## config.mk

```make
export PLATFORM = sky130hd
export DESIGN_NAME = button_debounce_long_press_core
export DESIGN_NICKNAME = d
export VERILOG_FILES = /design/src/rtl/bdlp_pkg.sv /design/src/rtl/bdlp_csr.sv /design/src/rtl/bdlp_step.sv /design/src/rtl/button_debounce_long_press_core.sv
export VERILOG_INCLUDE_DIRS = /design/src /design/src/rtl
export SDC_FILE = /design/constraint.sdc
export NUM_CORES = 1
export LEC_CHECK = 0
export BUFFER_PORTS_ARGS = -buffer_cell sky130_fd_sc_hd__buf_2
export CAP_MARGIN = 10
export CORE_UTILIZATION = 60
export CTS_CLUSTER_DIAMETER = 150
export DETAILED_ROUTE_END_ITERATION = 16
export GPL_TIMING_DRIVEN = 0
export HOLD_SLACK_MARGIN = 0.05
export PLACE_DENSITY = 0.79
export SETUP_SLACK_MARGIN = 0.02
export SYNTH_ARGS = -nofsm -noshare
export SYNTH_HDL_FRONTEND = slang
export SYNTH_SLANG_ARGS = --single-unit
```

## constraint.sdc

```tcl
create_clock -name clock -period 3.4 [get_ports clock]
set_input_delay 0.34 -clock clock [delete_from_list [all_inputs] [get_ports clock]]
set_output_delay 0.34 -clock clock [all_outputs]
set_load 0.01 [all_outputs]
```

## src/rtl/button_debounce_long_press_core_assert.svh

```systemverilog
// Assertion macros for the button debounce core.
// Used by the top-level RTL file, which checks its own control invariants; needs a clock and reset in scope.
`ifndef BUTTON_DEBOUNCE_LONG_PRESS_CORE_ASSERT_SVH
`define BUTTON_DEBOUNCE_LONG_PRESS_CORE_ASSERT_SVH

// expression must hold at every edge outside reset
`define BDLP_ASSERT(label, expr, msg) \
   label: assert property (@(posedge clock) disable iff (reset) (expr)) else $error(msg);

// consequent must hold in the cycle after the antecedent
`define BDLP_ASSERT_NEXT(label, ante, cons, msg) \
   label: assert property (@(posedge clock) disable iff (reset) (ante) |=> (cons)) \
      else $error(msg);

`endif

```

## src/rtl/bdlp_pkg.sv

```systemverilog
// Package for the button debounce / long press core.
// Shared types, reset constants and the countdown load helper; no dependencies.
`default_nettype none

package bdlp_pkg;

   localparam int CNT_W     = 16;
   localparam int CSR_IDX_W = 2;

   localparam logic [CSR_IDX_W-1:0] CSR_DEBOUNCE_TICKS   = 2'd0;
   localparam logic [CSR_IDX_W-1:0] CSR_LONG_PRESS_TICKS = 2'd1;

   localparam logic [CNT_W-1:0] DEBOUNCE_TICKS_RESET   = 16'd20;
   localparam logic [CNT_W-1:0] LONG_PRESS_TICKS_RESET = 16'd1000;

   typedef struct packed {
      logic [CNT_W-1:0] debounce_ticks;
      logic [CNT_W-1:0] long_press_ticks;
   } cfg_type;

   typedef struct packed {
      logic             previous_raw;
      logic [CNT_W-1:0] debounce_left;
      logic             debounce_armed;
      logic             held_state;
      logic             long_done;
      logic [CNT_W-1:0] long_left;
      logic             long_armed;
   } state_type;

   typedef struct packed {
      logic event_valid;
      logic event_is_long;
      logic button_held;
   } result_type;

   // a zero setting still counts one tick
   function automatic logic [CNT_W-1:0] load_value(input logic [CNT_W-1:0] reg_value);
      return (reg_value == '0) ? CNT_W'(1) : reg_value;
   endfunction

endpackage

`default_nettype wire

```

## src/rtl/bdlp_csr.sv

```systemverilog
// Configuration registers of the button debounce core.
// Uses bdlp_pkg for register indexes, reset values and the cfg_type struct.
`default_nettype none

module bdlp_csr (
   input  wire logic                           clock,
   input  wire logic                           reset,
   input  wire logic                           csr_write_en,
   input  wire logic [bdlp_pkg::CSR_IDX_W-1:0] csr_index,
   input  wire logic [bdlp_pkg::CNT_W-1:0]     csr_wdata,
   output bdlp_pkg::cfg_type                   cfg
);

   bdlp_pkg::cfg_type cfg_ff;
   bdlp_pkg::cfg_type cfg_in;

   always_comb begin
      cfg_in = cfg_ff;
      if (csr_write_en) begin
         case (csr_index)
            bdlp_pkg::CSR_DEBOUNCE_TICKS:   cfg_in.debounce_ticks   = csr_wdata;
            bdlp_pkg::CSR_LONG_PRESS_TICKS: cfg_in.long_press_ticks = csr_wdata;
            default:                        cfg_in = cfg_ff; // unmapped index
         endcase
      end
   end

   always_ff @(posedge clock) begin
      if (reset) begin
         cfg_ff.debounce_ticks   <= bdlp_pkg::DEBOUNCE_TICKS_RESET;
         cfg_ff.long_press_ticks <= bdlp_pkg::LONG_PRESS_TICKS_RESET;
      end else begin
         cfg_ff <= cfg_in;
      end
   end

   assign cfg = cfg_ff;

endmodule

`default_nettype wire

```

## src/rtl/bdlp_step.sv

```systemverilog
// One-tick update of the debounce and long press state.
// Pure combinational; uses bdlp_pkg types and load_value.
`default_nettype none

module bdlp_step (
   input  wire logic                  level,
   input  wire bdlp_pkg::cfg_type     cfg,
   input  wire bdlp_pkg::state_type   state_cur,
   output bdlp_pkg::state_type        state_nxt,
   output bdlp_pkg::result_type       result
);

   always_comb begin
      state_nxt            = state_cur;
      result.event_valid   = 1'b0;
      result.event_is_long = 1'b0;

      // long countdown is handled ahead of the debounce commit
      if (state_cur.long_armed) begin
         if (state_cur.long_left != '0) begin
            state_nxt.long_left = state_cur.long_left - 1'b1;
         end
         if (state_nxt.long_left == '0) begin
            state_nxt.long_armed = 1'b0;
            if (state_cur.held_state && !state_cur.long_done) begin
               state_nxt.long_done  = 1'b1;
               result.event_valid   = 1'b1;
               result.event_is_long = 1'b1;
            end
         end
      end

      if (level != state_cur.previous_raw) begin
         state_nxt.debounce_left  = bdlp_pkg::load_value(cfg.debounce_ticks);
         state_nxt.debounce_armed = 1'b1;
      end else if (state_cur.debounce_armed) begin
         if (state_cur.debounce_left != '0) begin
            state_nxt.debounce_left = state_cur.debounce_left - 1'b1;
         end
         if (state_nxt.debounce_left == '0) begin
            state_nxt.debounce_armed = 1'b0;
            if (level != state_cur.held_state) begin
               state_nxt.held_state = level;
               if (level) begin
                  state_nxt.long_done  = 1'b0;
                  state_nxt.long_left  = bdlp_pkg::load_value(cfg.long_press_ticks);
                  state_nxt.long_armed = 1'b1;
               end else begin
                  state_nxt.long_armed = 1'b0;
                  state_nxt.long_left  = '0;
                  if (!state_nxt.long_done && !result.event_valid) begin
                     result.event_valid   = 1'b1;
                     result.event_is_long = 1'b0;
                  end
               end
            end
         end
      end

      state_nxt.previous_raw = level;
      result.button_held     = state_nxt.held_state;
   end

endmodule

`default_nettype wire

```

## src/rtl/button_debounce_long_press_core.sv

```systemverilog
// Button debounce with long press detection: top level.
// Channels req_ (one pin sample per request), rsp_ (one result per request), csr_ write port.
// Path: a request accepted into the input register passes through bdlp_step; its result is loaded
//   into the output register at the next edge where that register is free, and rsp_valid then
//   stays high until the receiver takes the result with rsp_ready high.
// Throughput: one request per cycle while rsp_ready stays high. Each request's work is one pass
//   through bdlp_step, the two 16-bit countdowns and their flags updated together between the
//   input and output registers.
// Stall: when rsp_ready is low the output register holds its result; the input register still
//   takes one more request, then req_ready drops until the result is taken.
// Reset (synchronous, active high): both registers empty, state cleared, debounce_ticks = 20,
//   long_press_ticks = 1000. Register writes apply to countdowns loaded after the write.
// Result fields: event_valid/event_is_long report a short or long press; button_held is the
//   debounced level after the tick.
`default_nettype none

module button_debounce_long_press_core (
   input  wire logic                           clock,
   input  wire logic                           reset,
   input  wire logic                           req_valid,
   output      logic                           req_ready,
   input  wire logic                           req_pin_level,
   output      logic                           rsp_valid,
   input  wire logic                           rsp_ready,
   output      logic                           rsp_event_valid,
   output      logic                           rsp_event_is_long,
   output      logic                           rsp_button_held,
   input  wire logic                           csr_write_en,
   input  wire logic [bdlp_pkg::CSR_IDX_W-1:0] csr_index,
   input  wire logic [bdlp_pkg::CNT_W-1:0]     csr_wdata
);

`include "button_debounce_long_press_core_assert.svh"

   bdlp_pkg::cfg_type    cfg;
   bdlp_pkg::state_type  state_ff;
   bdlp_pkg::state_type  state_in;
   bdlp_pkg::result_type result_in;
   bdlp_pkg::result_type result_ff;

   logic in_valid_ff;
   logic in_level_ff;
   logic out_valid_ff;
   logic advance;

   bdlp_csr u_csr (
      .clock        (clock),
      .reset        (reset),
      .csr_write_en (csr_write_en),
      .csr_index    (csr_index),
      .csr_wdata    (csr_wdata),
      .cfg          (cfg)
   );

   bdlp_step u_step (
      .level     (in_level_ff),
      .cfg       (cfg),
      .state_cur (state_ff),
      .state_nxt (state_in),
      .result    (result_in)
   );

   // input register moves to output when output is empty or being drained
   assign advance   = in_valid_ff && (!out_valid_ff || rsp_ready);
   assign req_ready = !in_valid_ff || advance;

   always_ff @(posedge clock) begin
      if (reset) begin
         in_valid_ff  <= 1'b0;
         out_valid_ff <= 1'b0;
         state_ff     <= '0;
      end else begin
         if (req_ready) begin
            in_valid_ff <= req_valid;
         end
         if (advance) begin
            out_valid_ff <= 1'b1;
            state_ff     <= state_in;
         end else if (rsp_ready) begin
            out_valid_ff <= 1'b0;
         end
      end
   end

   always_ff @(posedge clock) begin
      if (req_ready && req_valid) begin
         in_level_ff <= req_pin_level;
      end
      if (advance) begin
         result_ff <= result_in;
      end
   end

   assign rsp_valid         = out_valid_ff;
   assign rsp_event_valid   = result_ff.event_valid;
   assign rsp_event_is_long = result_ff.event_is_long;
   assign rsp_button_held   = result_ff.button_held;

   `BDLP_ASSERT(a_long_armed_only_held, !state_ff.long_armed || state_ff.held_state,
      "long countdown armed while button released")
   `BDLP_ASSERT(a_debounce_armed_nonzero,
      !state_ff.debounce_armed || (state_ff.debounce_left != '0),
      "debounce armed with empty countdown")
   `BDLP_ASSERT(a_short_on_release,
      !(rsp_valid && rsp_event_valid && !rsp_event_is_long) || !rsp_button_held,
      "short event reported while still held")
   `BDLP_ASSERT_NEXT(a_raw_tracks_sample, advance,
      state_ff.previous_raw == $past(in_level_ff),
      "previous raw level not taken from the processed sample")

endmodule

`default_nettype wire

```

### Word-level counts from Yosys, hierarchy flattened

Cells that the tools add are included.

* register bits: 75
* bits of input ports: 24
* output and inout port bits: 5
* word-level logic and storage cells: 72

* add/subtract/negate cells: 2
* eq/ne operators: 3
* mux-type cells: 29
* reduce and logical (&&, ||, !) cells: 23

Operators by type and width (count)
* 16-bit two-way mux: 7
* 16-bit zero test: 4
* 19-bit two-way mux: 2
* 36-bit two-way mux: 1
* 17-bit two-way mux: 2
* 16-bit nonzero test: 2
* 16-bit by 1-bit subtractor with 16-bit output, second input constant: 2
* 20-bit two-way mux: 1
* 18-bit two-way mux: 1
* 2-bit two-way mux: 9
* 1-bit two-way mux: 6
* 2-bit AND reduction: 3
* 1-bit zero test: 5
* 1-bit logical AND: 4
* 2-bit nonzero test: 2
* 2-bit by 1-bit equality test with 1-bit output, second input constant: 1
* 2-bit zero test: 1
* 1-bit logical OR: 2
* 1-bit inequality test: 2

### Depth between registers and ports, before layout

* depth in word-level cells: 14
* gate-level depth with buffers: 10
* gate-level depth less buffers: 9

### Hierarchy

Synthesis repeated with hierarchy kept, for this count alone.

* cell total of the unflattened synthesis: 610
* area total of the unflattened synthesis: 5113.7 um^2

Modules (own cells, without submodules)
* button_debounce_long_press_core: instances 1, cells an instance 174, area an instance 1876.8 um^2
* bdlp_step: instances 1, cells an instance 302, area an instance 1874.3 um^2
* bdlp_csr: instances 1, cells an instance 134, area an instance 1362.6 um^2

### Least setup slack after synthesis

No wires, ideal clock.

* path type: reg2reg
* from: reg state_ff[20] (netlist name)
* to: reg state_ff[0] (netlist name)
* library setup time: 60 ps
* arrival: 2638 ps
* data required time: 3340 ps
* setup slack: 702 ps
* stages on the path, launching flop included: 10
* buffers on the path: 0
* period minus slack after synthesis: 2698 ps
* cell sequence: dfxtp_1 -> inv_1 -> ha_1 -> or4b_4 -> nor4_4 -> o2111a_2 -> nand4b_4 -> nor4_4 -> and2_1 -> o311a_1

* cells in the longest elaborated chain, start to end: 8
* elaborated cells between the ends (all ways): 9

Ends and longest elaborated chain
* start: declaration: RTL line button_debounce_long_press_core.sv:36 `bdlp_pkg::state_type state_ff;`
* start signal: assignment: RTL line button_debounce_long_press_core.sv:78 `state_ff <= state_in;`
* 16-bit by 1-bit subtractor with 16-bit output or 16-bit nonzero test (tied branches): RTL line bdlp_step.sv:38, bdlp_step.sv:37
* 16-bit two-way mux (*): RTL line bdlp_step.sv:37 `if (state_cur.debounce_left != '0) begin`
* 16-bit two-way mux (*): RTL line bdlp_step.sv:36 `end else if (state_cur.debounce_armed) begin`
* 16-bit two-way mux (*): RTL line bdlp_step.sv:33 `if (level != state_cur.previous_raw) begin`
* 16-bit zero test (*): RTL line bdlp_step.sv:40 `if (state_nxt.debounce_left == '0) begin`
* 20-bit two-way mux (*): RTL line bdlp_step.sv:40
* 36-bit two-way mux (*): RTL line bdlp_step.sv:36
* 19-bit two-way mux (*): RTL line bdlp_step.sv:33

Mark *: on every way between the ends. The rest lies on a longest branch, timed or not. The select of a mux whose other input is x is not followed.
A chain may end at the register's enable or synchronous reset.

### Worst setup path after layout

* from: reg state_ff[20] (netlist name)
* to: reg state_ff[5] (netlist name)

Same word-level chain as after synthesis.

==> summary.md <==
| Metric | Value |
|---|---|
| Main combinational cell family by area after synthesis | simple AND/OR/NAND/NOR gates |
| Crit path kind | reg -> reg |
| DR WL/cell | between 15 and 20 microns |
| Clk root buf | clkbuf_8 |
| CP delay by family, top | simple AND/OR/NAND/NOR gates |
| Power density cells | around 440 nW/um^2 |
| Final Hold Fails | 0 |
| Compound-Gate Fraction of Synth Area | 0.212 |
| Die height | slightly below 90 microns |
| IO Pins | 29 |
| Slowest CP cell | o41ai_1 |
| Dominant cell type by area after synthesis | dfxtp_1 |
| Worst Hold Path Cells | 1 |
| CTS tree | yes |
| Clock Sink Count | 75 |
| First-pass GRT wire length | between 20000 and 25000 microns |
| Mux cell area share after synthesis | 0.0192 |
| Maximum Capacitance Violations | 0 |
| Number of fill cells in the layout | 664 |
| Xor/xnor share of the synthesized area | 0.0217 |
| CP Launch Type | flop |
| Cell area after synthesis | 4440 sq um |
| Gp weighted congestion | about 0.99 |
| Register area share after synthesis | 0.347 |
| Syn Nets | 615 |
| # diodes | 0 |
| Post-Synth Adder-Cell Area | 0.00845 |
| Initial Util | 0.616 |
| Count of cell types in the netlist | 67 |
| CTS Hold Bufs | 0 |
| Layout Nets | 657 |
| Simple-Gate Fraction of Synth Area | 0.343 |
| Fmax | between 300 and 400 MHz |
| WP depth | 11 |
| Register share of total power | 0.435 |
| Number of synthesized flops with an enable pin | 4 |
| Post-DP HPWL | 10100 microns |
| Post-route DRC | 0 |
| Synth top area cells | dfxtp_1 32%, nand2_1 8.4%, a21oi_1 5.9%, o21ai_0 3.7%, nor2_1 3.6% |
| Status | finished clean |
| Rel. slew slack | 0.438 |
| Syn avg cell area | 7.55 sq um |
| Initial antenna violation count | 0 |
| Pre-antenna DRT Iters | 6 |
| Area of the core | 7210 sq um |
| Die X | between 80 and 90 microns |
| Cell breakdown of the critical path | inv_1 > ha_1 > nor3b_2 > nand2_1 > o41ai_1 > nand4_1 > nor4b_4 > buf_4 > buf_4 > nand2_1 > a31oi_1 |
| Clock Power Share | 0.324 |
| GRT Total Usage | 0.366 |
| Internal power | 1450 uW |
| Area Growth Syn to Fin | 11.9% |
| Clk pin slew, worst setup/hold paths | approximately 90 ps |
| Hold/Removal Path Class | in -> reg |
| Worst path max stage delay | 530 ps |
| Comb pwr share | 0.241 |
| Flops & latches, synth | 75 |
| Final setup fails | 0 |
| Net Sw Frac | 0.340 |
| Setup crit start | state_ff[20] |
| Most instantiated cells after synthesis | 99 x nand2_1, 71 x dfxtp_1, 52 x a21oi_1, 43 x nor2_1, 33 x o21ai_0 |
| WL final | 13700 microns |
| Slew Viols, Final | 0 |
| Crit Path Max Fanout | 8 |
| Worst Path Buf+Inv | 3 |
| Input/output buffers | 28 |
| Row count | 31 |
| Setup TNS | 0 ps |
| P_sw | 750 uW |
| Leak | 0.00184 uW |
| Post-Layout Cell Count | 734 |
| Peak supply drop | 0.000285 V |
| Reg-to-reg setup timing slack | between 150 and 200 ps |
| Worst Path Arrival | ~3500 ps |
| CTS Buf Count | 9 |
| Most frequent cell after synthesis | nand2_1 |
| Final period util | 0.944 |
| DRT iter0 DRCs | 677 |
| Primary FF master, synth | dfxtp_1 |
| Largest net degree at the start of global routing | 15 |
| Detail Route Antenna Nets | 0 |
| Top-area cell type share of the netlist area | 0.320 |
| DR vias | 4858 |
| H-tree levels | 3 |
| Data required time of the critical path | roughly 3700 ps |
| Minimum clock period after layout | 3210 ps |
| Vias in the first global route | 4236 |
| Die area | approximately 7800 sq um |
| Synth Warn # | 0 |
| CP endpoint kind | flop |
| Worst slew pin tran | 843 ps |
| Clock skew | between 10 and 15 ps |
| Syn Inst Count | around 590 |
| Setup crit end | state_ff[5] |
| Worst skew pair latency | 360 ps |
| CTS Buffer Depth | 2 |
| RR Endpoint | state_ff[5] |
| R2R depth | 11 |
| Share of layout cells above drive strength 1 | 0.117 |
| Ys async rst share | 0 |
| Register area | between 1500 and 2000 sq um |
| Placed insts | between 700 and 800 |
| Worst r2r src | state_ff[20] |
| Post-DR vias/cell | 6.62 |
| GRT overflow | 0 |
| Multi-input combinational cell area | 2720 sq um |
| RSZ-0062 raised after global routing | no |
cells by family (layout without fill, tap and decap cells):
logic type / after synthesis / after routing
AOI/OAI and AO/OA: 149 / 149
xor gates and xnor gates: 11 / 11
adders and majority gates: 3 / 3
buffers and inverters: 55 / 102
DFF: 75 / 75
muxes: 8 / 8
and+or+nand+nor: 287 / 287
registers in the layout, indices dropped and copies added, names as in the netlist:
signal	flops
rsp_event_valid	1
in_valid_ff	1
state_ff	37
rsp_event_is_long	1
rsp_valid	1
in_level_ff	1
rsp_button_held	1
u_csr.cfg	32
worst reg2reg max path: cells and delay by family, from the launching register on:
| family | cells | cell delay (ps) |
|---|---|---|
| AND/OR/NAND/NOR | 5 | 1400 |
| adder cells (fa/ha/maj) | 1 | 230 |
| buffers and inverters | 3 | 430 |
| flip-flops | 1 | 390 |
| AO/OA/AOI/OAI | 2 | 700 |
power groups by stage:
stage,combinational (uW),sequential [uW],clock [uW]
CTS,506,955,705
floorplan,375,964,0
global route,574,962,754
global placement,496,974,0
finish,531,958,713
detailed placement,503,975,0
area by class of cell:
cell class,instances,share of cell area
clock buffers,10,0.0257
flip-flops and latches,75,0.310
clock inverters,6,0.0146
well taps,99,0.0249
multi-input cells,458,0.548
plain buffers,39,0.0317
repair buffers,31,0.0327
inverters,16,0.0121
stage by stage:
stage	util	setup slack [ps]	total power, uW	cell area [sq um]	hold WS (ps)
after global placement	0.652	73.3	1470	4710	456
after global routing	0.689	13.6	2290	4970	155
after CTS	0.681	176	2170	4910	155
after detailed placement	0.652	4.12	1480	4710	458
after floorplan	-	702	1340	4440	436
final	0.689	191	2200	4970	154
cells in the final DEF (no fill, tap or decap), types with 4 or more instances in the layout:
cell type and n:
nand2_1 99, dfxtp_1 71, a21oi_1 52, nor2_1 43
clkbuf_1 33, o21ai_0 33, buf_2 31, nand3_1 27
nor3_1 25, nor4_1 18, inv_1 15, nand4_1 10
a31oi_1 9, clkbuf_8 9, or3_1 7, and2_1 7
nand2b_1 6, a41oi_1 6, o41ai_1 6, and4_1 6
and3_1 6, a22oi_1 6, xnor2_1 5, xor2_1 5
o22ai_1 5, mux2_2 4, o31ai_1 4, a32oi_1 4
o211ai_1 4, edfxtp_1 4
how the worst min path moves through the flow:
stage,from,to
finish,req_pin_level,in_level_ff
global route,req_pin_level,in_level_ff
CTS,req_pin_level,in_level_ff
detailed placement,u_csr.cfg[16],u_csr.cfg[16]
global placement,u_csr.cfg[16],u_csr.cfg[16]
floorplan,u_csr.cfg[16],u_csr.cfg[16]
layer usage:
| metal | up-vias | global-route usage | part of all wire |
|---|---|---|---|
| li1 | 2270 | - | - |
| met5 | - | 0 | 0 |
| met4 | 0 | 0.120 | 0.021 |
| met2 | 286 | 0.541 | 0.43 |
| met3 | 32 | 0.0829 | 0.11 |
| met1 | 2270 | 0.526 | 0.44 |
timing repair:
item / 4_1_cts / 5_1_grt
setup endpoints to repair: 1 / 16
endpoints found under the hold margin: 0 / 0
gates resized for setup: 1 / 5
pin swaps: 0 / 2
setup buffers: 0 / 3
(Power assumes the default switching activity.)
